==> src/rtl/igsr_pkg.sv <==
`default_nettype none

package igsr_pkg;

    // Fixed field widths of the item and result words.
    localparam int DATA_W = 64;
    localparam int KIND_W = 3;
    localparam int NODE_W = 9;
    localparam int COMP_W = 2;
    localparam int OP_W   = 2;
    localparam int CNT_W  = 3;

    // Configuration port geometry.
    localparam int APB_AW = 3;
    localparam int APB_DW = 32;

    // Default store geometry.
    localparam int MAX_NODES_DEF      = 512;
    localparam int MAX_COMPONENTS_DEF = 4;

    typedef logic [DATA_W-1:0] t_word;

endpackage

`default_nettype wire

==> src/rtl/igsr_mul64.sv <==
`default_nettype none

// Low 64 bits of a 64 x 64 product, built from three 32 x 32 partial
// products on one shared multiplier. The high x high term never reaches
// the low word and is skipped. o_done pulses for one cycle with the result.
module igsr_mul64 (
    input  logic                i_clk,
    input  logic                i_rst_n,
    input  logic                i_start,
    input  igsr_pkg::t_word     i_a,
    input  igsr_pkg::t_word     i_b,
    output logic                o_done,
    output igsr_pkg::t_word     o_product
);

    typedef enum logic [1:0] {
        PH_IDLE,
        PH_LL,
        PH_LH,
        PH_HL
    } t_phase;

    t_phase          r_phase;
    igsr_pkg::t_word r_a;
    igsr_pkg::t_word r_b;
    igsr_pkg::t_word r_lo;
    logic [31:0]     r_cross;
    igsr_pkg::t_word r_product;
    logic            r_done;

    logic [31:0]     w_x;
    logic [31:0]     w_y;
    logic [63:0]     w_prod;

    assign w_x    = (r_phase == PH_HL) ? r_a[63:32] : r_a[31:0];
    assign w_y    = (r_phase == PH_LH) ? r_b[63:32] : r_b[31:0];
    assign w_prod = {32'b0, w_x} * {32'b0, w_y};

    always_ff @(posedge i_clk) begin
        if (!i_rst_n) begin
            r_phase <= PH_IDLE;
            r_done  <= 1'b0;
        end else begin
            r_done <= 1'b0;
            unique case (r_phase)
                PH_IDLE: begin
                    if (i_start) begin
                        r_a     <= i_a;
                        r_b     <= i_b;
                        r_phase <= PH_LL;
                    end
                end
                PH_LL: begin
                    r_lo    <= w_prod;
                    r_phase <= PH_LH;
                end
                PH_LH: begin
                    r_cross <= w_prod[31:0];
                    r_phase <= PH_HL;
                end
                PH_HL: begin
                    r_product <= r_lo + {r_cross + w_prod[31:0], 32'b0};
                    r_done    <= 1'b1;
                    r_phase   <= PH_IDLE;
                end
                default: begin
                    r_phase <= PH_IDLE;
                end
            endcase
        end
    end

    assign o_done    = r_done;
    assign o_product = r_product;

endmodule

`default_nettype wire

==> config.mk <==
export PLATFORM = sky130hd
export DESIGN_NAME = igsr_mul64
export DESIGN_NICKNAME = d
export VERILOG_FILES = /design/src/rtl/igsr_pkg.sv /design/src/rtl/igsr_mul64.sv
export SDC_FILE = /design/constraint.sdc
export NUM_CORES = 2
export LEC_CHECK = 0
export BUFFER_PORTS_ARGS = -buffer_cell sky130_fd_sc_hd__buf_2
export CORE_MARGIN = 2
export CORE_UTILIZATION = 60
export CTS_CLUSTER_SIZE = 24
export DETAILED_ROUTE_END_ITERATION = 16
export PLACE_DENSITY = 0.79
export SYNTH_ARGS = -nofsm -noshare
export SYNTH_HDL_FRONTEND = slang
export SYNTH_SLANG_ARGS = --single-unit
==> constraint.sdc <==
create_clock -name i_clk -period 20.2 [get_ports i_clk]
set_input_delay 2.02 -clock i_clk [delete_from_list [all_inputs] [get_ports i_clk]]
set_output_delay 2.02 -clock i_clk [all_outputs]
set_load 0.05 [all_outputs]
==> impl_metrics.json <==
{
  "status": "completed",
  "synth_flop_cell": "edfxtp_1",
  "rsz0062_at_grt": "false",
  "final_antenna_net_count": 0,
  "critPathSlowestCell": "mux2i_2",
  "htreeDepth": 2,
  "cp_data_arrival_time_ps": 12470,
  "die_w_um": 276.8,
  "async_reset_ff_share_pct": 0,
  "crit_path_start_kind": "flop",
  "grt_pass1_vias": 36120,
  "ys_types": 67,
  "relSlewSlack_pct": 13.50,
  "netlist_area_um2": 44640,
  "root_buffer": "clkbuf_16",
  "hold_buffers": 0,
  "cts_buffers": 34,
  "clock_latency_ps": 580,
  "finalCriticalPeriod_ps": 12180,
  "gp_congestion": 0.9741,
  "route.vias.total": 33240,
  "wl_per_cell_um": 22.90,
  "grt_pass1_wl_mm": 198.9,
  "cts_resized": 0,
  "drive_gt1_share_pct": 8.713,
  "hold_viol_final": 0,
  "fin_cells": 5585,
  "cp-end-kind": "flop",
  "initial_utilization_pct": 60.26,
  "drt_first_pass_iters": 6,
  "ys_ff_latch": 291,
  "cts_sinks": 291,
  "die_area_um2": 76590,
  "required_ps": 20490,
  "core-area_um2": 74070,
  "post-route-drc-count": 0,
  "final_util_pct": 64.59,
  "cts.path.max_buffers": 3,
  "hpwl_mm": 101.1,
  "dp_cells": 5522,
  "row_count": 100,
  "grt_max_degree": 79,
  "multiInputGateArea_um2": 31960,
  "syn_inst": 4487,
  "synth_edf_count": 288,
  "cp_max_fo": 57,
  "die_h_um": 276.8,
  "via_per_inst": 5.951,
  "drtIter0Drc": 2925,
  "cts_setup_buffers": 0,
  "area_delta_synth_final_pct": 7.184,
  "maxCapViolCount": 0,
  "slew_violations": 0,
  "crit_type": "reg2reg",
  "port_buffers": 195,
  "skew_ps": 34.17,
  "n_fill_cell": 5855,
  "hp-class": "reg2reg",
  "seq_area_frac_synth_pct": 19.51,
  "nets": 5952,
  "antenna_found_initial": 2,
  "wirelength_mm": 127.9,
  "fin_crit_sh_pct": 60.27,
  "clk_pin_slew_ps": 60,
  "worst_pin_slew_ps": 1272,
  "grt-ovfl-total": 0,
  "max_clock_freq_mhz": 82.13,
  "tns_ps": 0,
  "grtUsageTotal_pct": 34.28,
  "setup_viol": 0,
  "critical_path.max_stage_delay_ps": 1050,
  "ioPinCount": 196,
  "synth_warnings": 0,
  "avgSynthCellArea_um2": 9.948,
  "cts_tree": "built",
  "cpMostUsedCell": "fa_1",
  "syn-num-nets": 5850,
  "seq_area_um2": 8708
}
==> final cells by class <==
class / count / share of cell area, %
timing repair buffer: 247 / 2.864
inverter: 923 / 7.241
antenna: 2 / 0.01046
clock buffer: 36 / 1.794
multi-input combinational: 3092 / 66.81
sequential: 291 / 18.20
tap: 969 / 2.534
clock inverter: 25 / 0.5492
==> critical path: cells and delay by family (launching register included) <==
kind	cells	cell delay, ps
xor gates and xnor gates	4	770
muxes	1	1050
AOI/OAI and AO/OA	14	3360
adders and majority gates	12	5320
DFF	1	360
buffers and inverters	5	320
and+or+nand+nor	4	640
==> registers in the layout, summed over array words and instances (netlist names) <==
name / cells
o_product: 64
r_phase: 2
r_cross: 32
r_lo: 64
r_a: 64
o_done: 1
r_b: 64
==> metal layers <==
layer	track usage [%]	wire [um]	vias up
met5	0	0	-
met4	21.84	9790	0
met3	8.994	14540	609
met2	55.23	59620	2028
met1	41.25	43970	16670
li1	-	-	13930
==> per-stage QoR <==
stage | instance area, um2 | setup slack (ps) | hold slack [ps]
after floorplan | 44640 | 9193 | 400.3
after global placement | 46700 | 7951 | 401.4
after detailed placement | 46720 | 8276 | 404.5
after CTS | 47840 | 8228 | 418.2
after global routing | 47840 | 7447 | 425.9
final | 47840 | 8025 | 415.7
==> final timing paths <==
path	end	start	cells after the start	slack, ps
max	o_product[63]	r_phase[0]	40	8020
min	o_product[28]	r_lo[28]	0	420
min reg2reg	o_product[28]	r_lo[28]	0	420
max reg2reg	o_product[63]	r_phase[0]	40	8020
==> synthesized netlist by cell type, drive strengths merged, types with 21 or more instances <==
library cell	instances	area, um2
a21o	38	285.3
and2	23	143.9
o21bai	27	202.7
mux2i	59	590.6
nand2b	21	131.4
nor2	419	1573
clkbuf	172	645.6
a21oi	128	644.4
nand2	724	2718
fa	898	17980
xnor2	92	813.3
mux2	61	686.9
edfxtp	288	8648
o21ai	52	260.3
nand3	22	110.1
xor2	30	262.8
ha	334	4179
inv	923	3465
==> layout by cell type, fill, tap and decap left out, types with 21 or more instances in the layout <==
cell type / instances
fa_1: 898
edfxtp_1: 288
mux2i_1: 29
nand2b_1: 21
inv_1: 923
nor2_1: 419
buf_2: 195
xor2_1: 30
a21o_1: 38
o21bai_1: 27
nand2_1: 724
ha_1: 332
mux2_2: 59
a21oi_1: 127
mux2i_2: 26
clkbuf_16: 34
nand3_1: 22
buf_4: 51
o21ai_0: 39
xnor2_1: 91
==> cells by family after synthesis <==
group	share of synthesized area, %
AND/OR/NAND/NOR	11.38
adder cells (fa/ha/maj)	49.64
buffers and inverters	9.289
AO/OA/AOI/OAI	4.914
flip-flops	19.51
XOR/XNOR	2.411
multiplexers	2.862
Power is left out: the tool's default activity adds up to more than one toggle a clock period on the data nets, which glitch-free logic cannot reach.
